File: config.mk
export PLATFORM = sky130hd
export DESIGN_NAME = pedestrian_traffic_light_controller_core
export DESIGN_NICKNAME = d
export VERILOG_FILES = /design/src/sv/ptlc_pkg.sv /design/src/sv/ptlc_cfg_regs.sv /design/src/sv/ptlc_seq.sv /design/src/sv/pedestrian_traffic_light_controller_core.sv
export SDC_FILE = /design/constraint.sdc
export NUM_CORES = 1
export LEC_CHECK = 0
export BUFFER_PORTS_ARGS = -buffer_cell sky130_fd_sc_hd__buf_2
export CAP_MARGIN = 20
export CORE_MARGIN = 2
export CORE_UTILIZATION = 60
export CTS_CLUSTER_SIZE = 16
export DETAILED_ROUTE_END_ITERATION = 8
export GPL_TIMING_DRIVEN = 0
export PLACE_DENSITY = 0.82
export REMOVE_ABC_BUFFERS = 1
export SLEW_MARGIN = 10
export SYNTH_ARGS = -nofsm -noshare
export SYNTH_HDL_FRONTEND = slang
export SYNTH_SLANG_ARGS = --single-unit
File: constraint.sdc
create_clock -name aclk -period 11.4 [get_ports aclk]
set_input_delay 1.14 -clock aclk [delete_from_list [all_inputs] [get_ports aclk]]
set_output_delay 1.14 -clock aclk [all_outputs]
set_load 0.02 [all_outputs]
File: src/sv/ptlc_pkg.sv
// ---------------------------------------------------------------------------
// ptlc_pkg - shared types and constants
// Lamp, flag, result and configuration types plus register map constants
// for the pedestrian traffic light controller.
// ---------------------------------------------------------------------------
`default_nettype none

package ptlc_pkg;

    // Field widths
    localparam int PHASE_W       = 13;
    localparam int BLINK_W       = 12;
    localparam int APB_DATA_W    = 32;
    localparam int APB_ADDR_W    = 3;
    localparam int DEF_TIMER_W   = 16;

    // Multiples of a phase length need two extra bits
    localparam int PHASE_MULT_W  = PHASE_W + 2;

    // Register reset values
    localparam logic [PHASE_W-1:0] PHASE_TICKS_RST      = PHASE_W'(5000);
    localparam logic [BLINK_W-1:0] BLINK_HALF_TICKS_RST = BLINK_W'(1000);

    // Register indexes (paddr[2])
    localparam logic REG_PHASE_TICKS      = 1'b0;
    localparam logic REG_BLINK_HALF_TICKS = 1'b1;

    // Lamp drives, car green in bit 0
    typedef struct packed {
        logic walk_red;
        logic walk_yellow;
        logic walk_green;
        logic car_red;
        logic car_yellow;
        logic car_green;
    } lamps_t;

    // Car phase seen last in car mode
    typedef struct packed {
        logic red;
        logic yellow;
        logic green;
    } car_flags_t;

    // One result word: lamps in bits 0..5, walk mode in bit 6
    typedef struct packed {
        logic   walk_mode;
        lamps_t lamps;
    } result_t;

    // Configuration handed to the sequencer
    typedef struct packed {
        logic [PHASE_W-1:0] phase_ticks;
        logic [BLINK_W-1:0] blink_half_ticks;
    } cfg_t;

endpackage

`default_nettype wire

File: src/sv/ptlc_cfg_regs.sv
// ---------------------------------------------------------------------------
// ptlc_cfg_regs - APB configuration registers
// Holds phase_ticks (0x0) and blink_half_ticks (0x4); zero-wait access.
// ---------------------------------------------------------------------------
`default_nettype none

module ptlc_cfg_regs
    import ptlc_pkg::*;
(
    input  wire logic                  aclk,
    input  wire logic                  aresetn,
    input  wire logic                  psel,
    input  wire logic                  penable,
    input  wire logic                  pwrite,
    input  wire logic [APB_ADDR_W-1:0] paddr,
    input  wire logic [APB_DATA_W-1:0] pwdata,
    output logic      [APB_DATA_W-1:0] prdata,
    output logic                       pready,
    output cfg_t                       cfg
);

    logic [PHASE_W-1:0] phase_ticks_reg;
    logic [BLINK_W-1:0] blink_half_ticks_reg;
    logic               wr_en;
    logic               reg_sel;

    assign pready  = 1'b1;
    assign wr_en   = psel & penable & pwrite & pready;
    assign reg_sel = paddr[2];

    // Register writes
    always_ff @(posedge aclk) begin
        if (!aresetn) begin
            phase_ticks_reg      <= PHASE_TICKS_RST;
            blink_half_ticks_reg <= BLINK_HALF_TICKS_RST;
        end else if (wr_en) begin
            case (reg_sel)
                REG_PHASE_TICKS:      phase_ticks_reg      <= pwdata[PHASE_W-1:0];
                REG_BLINK_HALF_TICKS: blink_half_ticks_reg <= pwdata[BLINK_W-1:0];
                default: ;
            endcase
        end
    end

    // Read mux
    always_comb begin
        case (reg_sel)
            REG_PHASE_TICKS:      prdata = APB_DATA_W'(phase_ticks_reg);
            REG_BLINK_HALF_TICKS: prdata = APB_DATA_W'(blink_half_ticks_reg);
            default:              prdata = '0;
        endcase
    end

    assign cfg.phase_ticks      = phase_ticks_reg;
    assign cfg.blink_half_ticks = blink_half_ticks_reg;

endmodule

`default_nettype wire

File: src/sv/ptlc_seq.sv
// ---------------------------------------------------------------------------
// ptlc_seq - light sequencer
// Timer, blink divider, mode and lamp registers with the single-pass
// next-state logic; one step per enabled cycle.
// ---------------------------------------------------------------------------
`default_nettype none

module ptlc_seq
    import ptlc_pkg::*;
#(
    parameter int TIMER_WIDTH = DEF_TIMER_W
) (
    input  wire logic aclk,
    input  wire logic aresetn,
    input  wire logic step_en,
    input  wire logic tick_pulse,
    input  wire logic button_press,
    input  wire cfg_t cfg,
    output result_t   result
);

    localparam int CMP_W = (TIMER_WIDTH > PHASE_MULT_W) ? TIMER_WIDTH : PHASE_MULT_W;

    logic [TIMER_WIDTH-1:0] elapsed_reg,  elapsed_next;
    logic [BLINK_W-1:0]     blink_cnt_reg, blink_cnt_next;
    logic                   blink_lvl_reg, blink_lvl_next;
    logic                   ped_reg,      ped_next;
    car_flags_t             flags_reg,    flags_next;
    lamps_t                 lamps_reg,    lamps_next;

    logic [PHASE_W-1:0]     p;
    logic [BLINK_W-1:0]     h;
    logic [CMP_W-1:0]       p1, p2, p3, p4;
    logic [BLINK_W:0]       blink_inc;

    // Zero settings act as one; phase boundaries
    assign p  = (cfg.phase_ticks == '0) ? PHASE_W'(1) : cfg.phase_ticks;
    assign h  = (cfg.blink_half_ticks == '0) ? BLINK_W'(1) : cfg.blink_half_ticks;
    assign p1 = CMP_W'(p);
    assign p2 = CMP_W'({p, 1'b0});
    assign p3 = CMP_W'({p, 1'b0}) + CMP_W'(p);
    assign p4 = CMP_W'({p, 2'b00});
    assign blink_inc = {1'b0, blink_cnt_reg} + (BLINK_W+1)'(1);

    // Next-state logic for one step
    always_comb begin
        logic [CMP_W-1:0] t;
        logic             finish;
        logic             car_dec;

        elapsed_next   = elapsed_reg;
        blink_cnt_next = blink_cnt_reg;
        blink_lvl_next = blink_lvl_reg;
        ped_next       = ped_reg;
        flags_next     = flags_reg;
        lamps_next     = lamps_reg;
        finish         = 1'b0;
        car_dec        = 1'b0;

        // A press in car mode restarts the timer, otherwise a tick advances it
        if (!ped_reg && button_press) begin
            ped_next       = 1'b1;
            elapsed_next   = '0;
            blink_cnt_next = '0;
            blink_lvl_next = 1'b1;
        end else if (tick_pulse) begin
            if (elapsed_reg != '1) begin
                elapsed_next = elapsed_reg + TIMER_WIDTH'(1);
            end
            if (blink_inc >= {1'b0, h}) begin
                blink_cnt_next = '0;
                blink_lvl_next = ~blink_lvl_reg;
            end else begin
                blink_cnt_next = blink_inc[BLINK_W-1:0];
            end
        end

        t = CMP_W'(elapsed_next);

        // Pedestrian sequence decode
        if (ped_next) begin
            if (flags_reg.red) begin
                if (t < p1) begin
                    lamps_next.car_red     = 1'b1;
                    lamps_next.walk_green  = 1'b1;
                    lamps_next.walk_yellow = 1'b0;
                    lamps_next.walk_red    = 1'b0;
                end else if (t < p2) begin
                    lamps_next.car_red     = 1'b0;
                    lamps_next.car_yellow  = blink_lvl_next;
                    lamps_next.walk_yellow = blink_lvl_next;
                end else if (t < p3) begin
                    lamps_next.car_yellow  = 1'b0;
                    lamps_next.walk_yellow = 1'b0;
                    lamps_next.walk_green  = 1'b0;
                    lamps_next.walk_red    = 1'b1;
                    lamps_next.car_green   = 1'b1;
                end else begin
                    finish = 1'b1;
                end
            end else begin
                if (t < p1) begin
                    lamps_next.car_green   = 1'b0;
                    lamps_next.walk_red    = 1'b1;
                    lamps_next.car_yellow  = blink_lvl_next;
                    lamps_next.walk_yellow = blink_lvl_next;
                end else if (t < p2) begin
                    lamps_next.car_yellow  = 1'b0;
                    lamps_next.walk_yellow = 1'b0;
                    lamps_next.walk_red    = 1'b0;
                    lamps_next.walk_green  = 1'b1;
                    lamps_next.car_red     = 1'b1;
                end else if (t < p3) begin
                    lamps_next.car_red     = 1'b0;
                    lamps_next.car_yellow  = blink_lvl_next;
                    lamps_next.walk_yellow = blink_lvl_next;
                end else if (t < p4) begin
                    lamps_next.car_yellow  = 1'b0;
                    lamps_next.walk_yellow = 1'b0;
                    lamps_next.walk_green  = 1'b0;
                    lamps_next.walk_red    = 1'b1;
                    lamps_next.car_green   = 1'b1;
                end else begin
                    finish = 1'b1;
                end
            end
        end else begin
            car_dec = 1'b1;
        end

        // End of pedestrian sequence: back to car mode at tick 0
        if (finish) begin
            lamps_next.walk_red  = 1'b0;
            lamps_next.car_green = 1'b0;
            ped_next             = 1'b0;
            elapsed_next         = '0;
            blink_cnt_next       = '0;
            blink_lvl_next       = 1'b1;
            car_dec              = 1'b1;
        end

        // Car cycle decode, wrapping after four phases
        if (car_dec) begin
            if (CMP_W'(elapsed_next) >= p4) begin
                elapsed_next   = '0;
                blink_cnt_next = '0;
                blink_lvl_next = 1'b1;
            end
            t = CMP_W'(elapsed_next);
            if (t < p1) begin
                lamps_next.car_green  = 1'b1;
                lamps_next.car_yellow = 1'b0;
                lamps_next.car_red    = 1'b0;
                flags_next            = '{red: 1'b0, yellow: 1'b0, green: 1'b1};
            end else if (t < p2 || t >= p3) begin
                lamps_next.car_green  = 1'b0;
                lamps_next.car_red    = 1'b0;
                lamps_next.car_yellow = blink_lvl_next;
                flags_next            = '{red: 1'b0, yellow: 1'b1, green: 1'b0};
            end else begin
                lamps_next.car_red    = 1'b1;
                lamps_next.car_green  = 1'b0;
                lamps_next.car_yellow = 1'b0;
                flags_next            = '{red: 1'b1, yellow: 1'b0, green: 1'b0};
            end
        end
    end

    // State registers
    always_ff @(posedge aclk) begin
        if (!aresetn) begin
            elapsed_reg   <= '0;
            blink_cnt_reg <= '0;
            blink_lvl_reg <= 1'b1;
            ped_reg       <= 1'b0;
            flags_reg     <= '0;
            lamps_reg     <= '0;
        end else if (step_en) begin
            elapsed_reg   <= elapsed_next;
            blink_cnt_reg <= blink_cnt_next;
            blink_lvl_reg <= blink_lvl_next;
            ped_reg       <= ped_next;
            flags_reg     <= flags_next;
            lamps_reg     <= lamps_next;
        end
    end

    assign result.walk_mode = ped_next;
    assign result.lamps     = lamps_next;

endmodule

`default_nettype wire

File: src/sv/pedestrian_traffic_light_controller_core.sv
// ---------------------------------------------------------------------------
// pedestrian_traffic_light_controller_core - top level
// Stream-in tick/button words, stream-out lamp words, APB configuration.
// ---------------------------------------------------------------------------
// Usage:
//   s_ channel: one word per event, tick_pulse and button_press.
//   m_ channel: one word per input word, the six lamp drives and walk mode
//   as they stand after that event.
//   APB: phase_ticks at 0x0, blink_half_ticks at 0x4, zero wait states.
//   Write configuration only while no words are in flight.
// Path: an accepted word passes through two register stages (input
//   register, then result register) before it shows on m_.
// Throughput: one word per cycle while m_tready is high; each step is a single pass through the
//   sequencer's compare-and-select logic between the two registers.
// Stall: while m_tready is low the result register holds and the input
//   register still takes one more word; s_tready then drops until the
//   result is taken.
// Reset: both stages empty, lamps off, car mode, timer cleared, registers
//   at their defaults (5000 and 1000 ticks).
// ---------------------------------------------------------------------------
`default_nettype none

module pedestrian_traffic_light_controller_core
    import ptlc_pkg::*;
#(
    parameter int TIMER_WIDTH = DEF_TIMER_W
) (
    input  wire logic                  aclk,
    input  wire logic                  aresetn,
    // s_tdata: [0] tick_pulse, [1] button_press, [7:2] zero
    input  wire logic                  s_tvalid,
    output logic                       s_tready,
    input  wire logic [7:0]            s_tdata,
    // m_tdata: [0] car_green_on, [1] car_yellow_on, [2] car_red_on,
    //          [3] walk_green_on, [4] walk_yellow_on, [5] walk_red_on,
    //          [6] walk_mode, [7] zero
    output logic                       m_tvalid,
    input  wire logic                  m_tready,
    output logic [7:0]                 m_tdata,
    input  wire logic                  psel,
    input  wire logic                  penable,
    input  wire logic                  pwrite,
    input  wire logic [APB_ADDR_W-1:0] paddr,
    input  wire logic [APB_DATA_W-1:0] pwdata,
    output logic      [APB_DATA_W-1:0] prdata,
    output logic                       pready
);

    cfg_t    cfg;
    result_t result;

    logic    in_valid_reg;
    logic    in_tick_reg;
    logic    in_btn_reg;
    logic    out_valid_reg;
    result_t out_data_reg;
    logic    out_free;
    logic    step_en;

    ptlc_cfg_regs u_cfg (
        .aclk    (aclk),
        .aresetn (aresetn),
        .psel    (psel),
        .penable (penable),
        .pwrite  (pwrite),
        .paddr   (paddr),
        .pwdata  (pwdata),
        .prdata  (prdata),
        .pready  (pready),
        .cfg     (cfg)
    );

    ptlc_seq #(
        .TIMER_WIDTH (TIMER_WIDTH)
    ) u_seq (
        .aclk         (aclk),
        .aresetn      (aresetn),
        .step_en      (step_en),
        .tick_pulse   (in_tick_reg),
        .button_press (in_btn_reg),
        .cfg          (cfg),
        .result       (result)
    );

    // Stage handshake
    assign out_free = !out_valid_reg || m_tready;
    assign step_en  = in_valid_reg && out_free;
    assign s_tready = !in_valid_reg || out_free;

    // Input register
    always_ff @(posedge aclk) begin
        if (!aresetn) begin
            in_valid_reg <= 1'b0;
        end else if (s_tready) begin
            in_valid_reg <= s_tvalid;
        end
    end

    always_ff @(posedge aclk) begin
        if (s_tready && s_tvalid) begin
            in_tick_reg <= s_tdata[0];
            in_btn_reg  <= s_tdata[1];
        end
    end

    // Result register
    always_ff @(posedge aclk) begin
        if (!aresetn) begin
            out_valid_reg <= 1'b0;
        end else if (out_free) begin
            out_valid_reg <= in_valid_reg;
        end
    end

    always_ff @(posedge aclk) begin
        if (step_en) begin
            out_data_reg <= result;
        end
    end

    assign m_tvalid = out_valid_reg;
    assign m_tdata  = {1'b0, out_data_reg};

endmodule

`default_nettype wire

==> flow_summary.toml <==
[critical_path]
timing_worst_setup_path_type = "register to register"
path_common_cell = "sky130_fd_sc_hd__nand2_1"
worstPathArrival_ps = 10810
cp-start-kind = "register"
cpLargestDelayFamily = "compound AO/OA/AOI/OAI gates"
timing.critical_path.buf_inv = 2
crit_required_ps = 11500
end_kind = "register"
r2r_slack_ps = 690
crit_path_top_delay_cell = "sky130_fd_sc_hd__nor4_1"
crit_cells = 45
ff2ff_path_depth = 45
cpPeakStageDelay_ps = 750
timing.critical_path.fanout_max = 20

[route]
drt_pass1_iterations = 5
routed_wire_length_per_instance_um = 17.6
route.antenna.remaining_nets = 0
drc = 0
routed_wl_um = 20300
num_vias = 7259
drt-initial-drc-count = 527
avgViaCountPerCell = 6.30

[global_route]
met1_usage_pct = 41.1
wire_length_of_the_first_global_routing_pass_um = 32600
global_route.peak_usage_layer = "met2"
grt_usage_pct = 30.9
met3_usage_pct = 5.33
via_count_of_the_first_global_routing_pass = 6620
antenna_violations_before_repair = 0
largest_net_degree_at_the_start_of_global_routing = 53
grt_remaining_overflow = 0
grt_util_met2_pct = 50.5

[cells_and_area]
flip_flop_count_of_the_largest_register_after_layout = 16
most-common-layout-cells = "129 x sky130_fd_sc_hd__ha_1, 112 x sky130_fd_sc_hd__nand2_1, 64 x sky130_fd_sc_hd__dfxtp_1"
nets = 1160
final_common_cell = "sky130_fd_sc_hd__ha_1"
areaGrowthSynthToFinish_pct = 7.97
diodes = 0
filler_cell_count = 1079
final_cells = 1153
drive_above_1_share_pct = 10.3

[clock_tree]
clock_tree_buffer_depth = 2
clock_tree_root_driver_cell = "sky130_fd_sc_hd__clkbuf_16"
cts.reportedPaths.clkPinSlew_ps = 70
cts.sinks = 73
tritoncts_clock_tree = "yes"
cts.htree.levels = 3
hold_buffers = 0
clock_latency_at_the_later_pin_of_the_worst_skew_pair_ps = 350
cts_buffers = 9

[placed_design]
io_buffers = 44
gp_routability_congestion = 0.995
placed_insts = 1135
place_hpwl_um = 15600

[floorplan]
coreArea_um2 = 12100
floorplan.initialDensity_pct = 62.2
die_h_um = 116
rows = 40
dieArea_um2 = 13500
design.portCount = 93
die-width_um = 116

[synth]
synthesis.yosys.warnings = 0
post_synth_xor_xnor_area_pct = 3.37
synthArstFlopShare_pct = 0
yosys-mux-area-fraction_pct = 0.830
syn-instance-count = 961
synth_compound_gate_area_share_pct = 22.3
synth-adder-area-share_pct = 21.7
synth_top_family_by_area = "simple AND/OR/NAND/NOR gates"
yosys_most_used_dff = "sky130_fd_sc_hd__dfxtp_1"
post_synth_num_cell_types = 81
synth.avg_cell_area_um2 = 7.84
synth.cell_area_um2 = 7530
post_synth_and_or_nand_nor_area_fraction_pct = 24.1
synth_seq_cells = 73
synth_edf_count = 9
synth-seq-area-share_pct = 20.6

[hold_path]
whs_path_depth = 2
min-delay-path-class = "register to register"

[power_and_ir_drop]
ir_drop_worst_vdd_mv = 0.0916
relative_contribution_of_the_clock_network_to_total_power_pct = 41.9
power-per-cell-area_nw_per_um2 = 77.9
cell_leakage_power_nw = 3.61
netSwitchingFraction_pct = 29.7
comb_power_share_pct = 14.9
total_switching_power_w = 0.000188
power.share.sequential_pct = 43.2
p_int_w = 0.000446

[sta]
fin_worst_skew_ps = 13.2
whs_ps = 497
tightestPinTransition_ps = 1170
finalHoldViolCount = 0
finalMaxSlewViolations = 0
achievable-frequency_mhz = 93.3
period_share_pct = 94.0
timing.final.setup_violations = 0
min_period_ps = 10710
relSlewSlack_pct = 21.8

[flow_run]
cap_violations = 0

[status]
status = "complete, no violations"
-- synth_stat cells (18+ instances only) --
cell type                  instances  area [um2]
sky130_fd_sc_hd__inv_1            57         214
sky130_fd_sc_hd__a21oi_1          57         285
sky130_fd_sc_hd__nand2b_1         18         113
sky130_fd_sc_hd__nor2b_1          22         138
sky130_fd_sc_hd__nor4_1           19         119
sky130_fd_sc_hd__dfxtp_1          64        1280
sky130_fd_sc_hd__buf_4            21         158
sky130_fd_sc_hd__nand4_1          22         138
sky130_fd_sc_hd__nand2_1         114         428
sky130_fd_sc_hd__nor2_1           60         225
sky130_fd_sc_hd__ha_1            129        1610
sky130_fd_sc_hd__o21ai_0          51         255
sky130_fd_sc_hd__nor3_1           23         115
sky130_fd_sc_hd__xnor2_1          18         158
sky130_fd_sc_hd__clkbuf_1         27         101
sky130_fd_sc_hd__nand3_1          33         165
-- path summary, 6_finish.rpt --
kind / startpoint / end
worst max register to register: u_cfg.phase_ticks_reg[3]$_SDFFE_PN1P_ / m_tdata[1]$_DFFE_PP_
worst max-delay path: u_cfg.phase_ticks_reg[3]$_SDFFE_PN1P_ / m_tdata[1]$_DFFE_PP_
worst min-delay path: u_seq.lamps_reg[0]$_SDFFE_PN0P_ / u_seq.lamps_reg[0]$_SDFFE_PN0P_
worst min register to register: u_seq.lamps_reg[0]$_SDFFE_PN0P_ / u_seq.lamps_reg[0]$_SDFFE_PN0P_
-- worst reg2reg max path, delay by kind of cell (launching register included) --
kind                     cells  cell delay, ps
AO/OA/AOI/OAI               17            4060
adder cells (fa/ha/maj)      5            1410
buffers and inverters        2             230
flip-flops                   1             370
multiplexers                 1             360
AND/OR/NAND/NOR             20            4060
-- per-layer routing --
layer / vias to the layer above / wire (um)
met2: 318 / 9240
li1: 3525 / -
met5: - / 0
met1: 3367 / 8900
met3: 49 / 1570
met4: 0 / 627
-- power groups by stage --
stage	Combinational [W]	Sequential, W	Clock [W]
after global routing	0.000104	0.000274	0.000276
after floorplan	0.0000597	0.000279	0
after CTS	0.0000917	0.000273	0.000266
final	0.0000946	0.000273	0.000265
after global placement	0.0000880	0.000279	0
after detailed placement	0.0000909	0.000279	0
-- layout make-up --
cell class	count	area, um2	area share [%]
inverters	57	214	2.63
multi-input cells	791	5620	69.1
repair buffers	48	265	3.26
clock inverters	6	43.8	0.538
clock buffers	10	229	2.81
flip-flops and latches	73	1550	19.1
well taps	168	210	2.58
-- repair_timing --
item	in CTS	in global routing
setup endpoints to repair	7	7
pin swaps	1	1
hold endpoints to repair	0	0
buffers inserted	1	0
resized for setup	2	13
-- stage by stage --
step	utilization, %	setup TNS [ps]	setup slack (ps)	power [W]	cell area, um2
2_1_floorplan	-	0	1910	0.000338	7290
3_3_place_gp	63.7	-5060	-935	0.000367	7720
3_5_place_dp	64.0	-1080	-369	0.000370	7760
4_1_cts	66.5	0	202	0.000631	8050
5_1_grt	67.2	-7.85	-7.85	0.000655	8130
6_report	67.2	0	685	0.000633	8130
-- cell families (layout without fill, tap and decap cells) --
logic type | Yosys count | count (layout)
AOI/OAI and AO/OA | 248 | 248
xor gates and xnor gates | 29 | 29
adders and majority gates | 130 | 130
buffers and inverters | 116 | 121
DFF | 73 | 73
muxes | 6 | 6
other | 2 | 21
and+or+nand+nor | 357 | 357
Note: power is estimated with default switching activity, not from simulation.
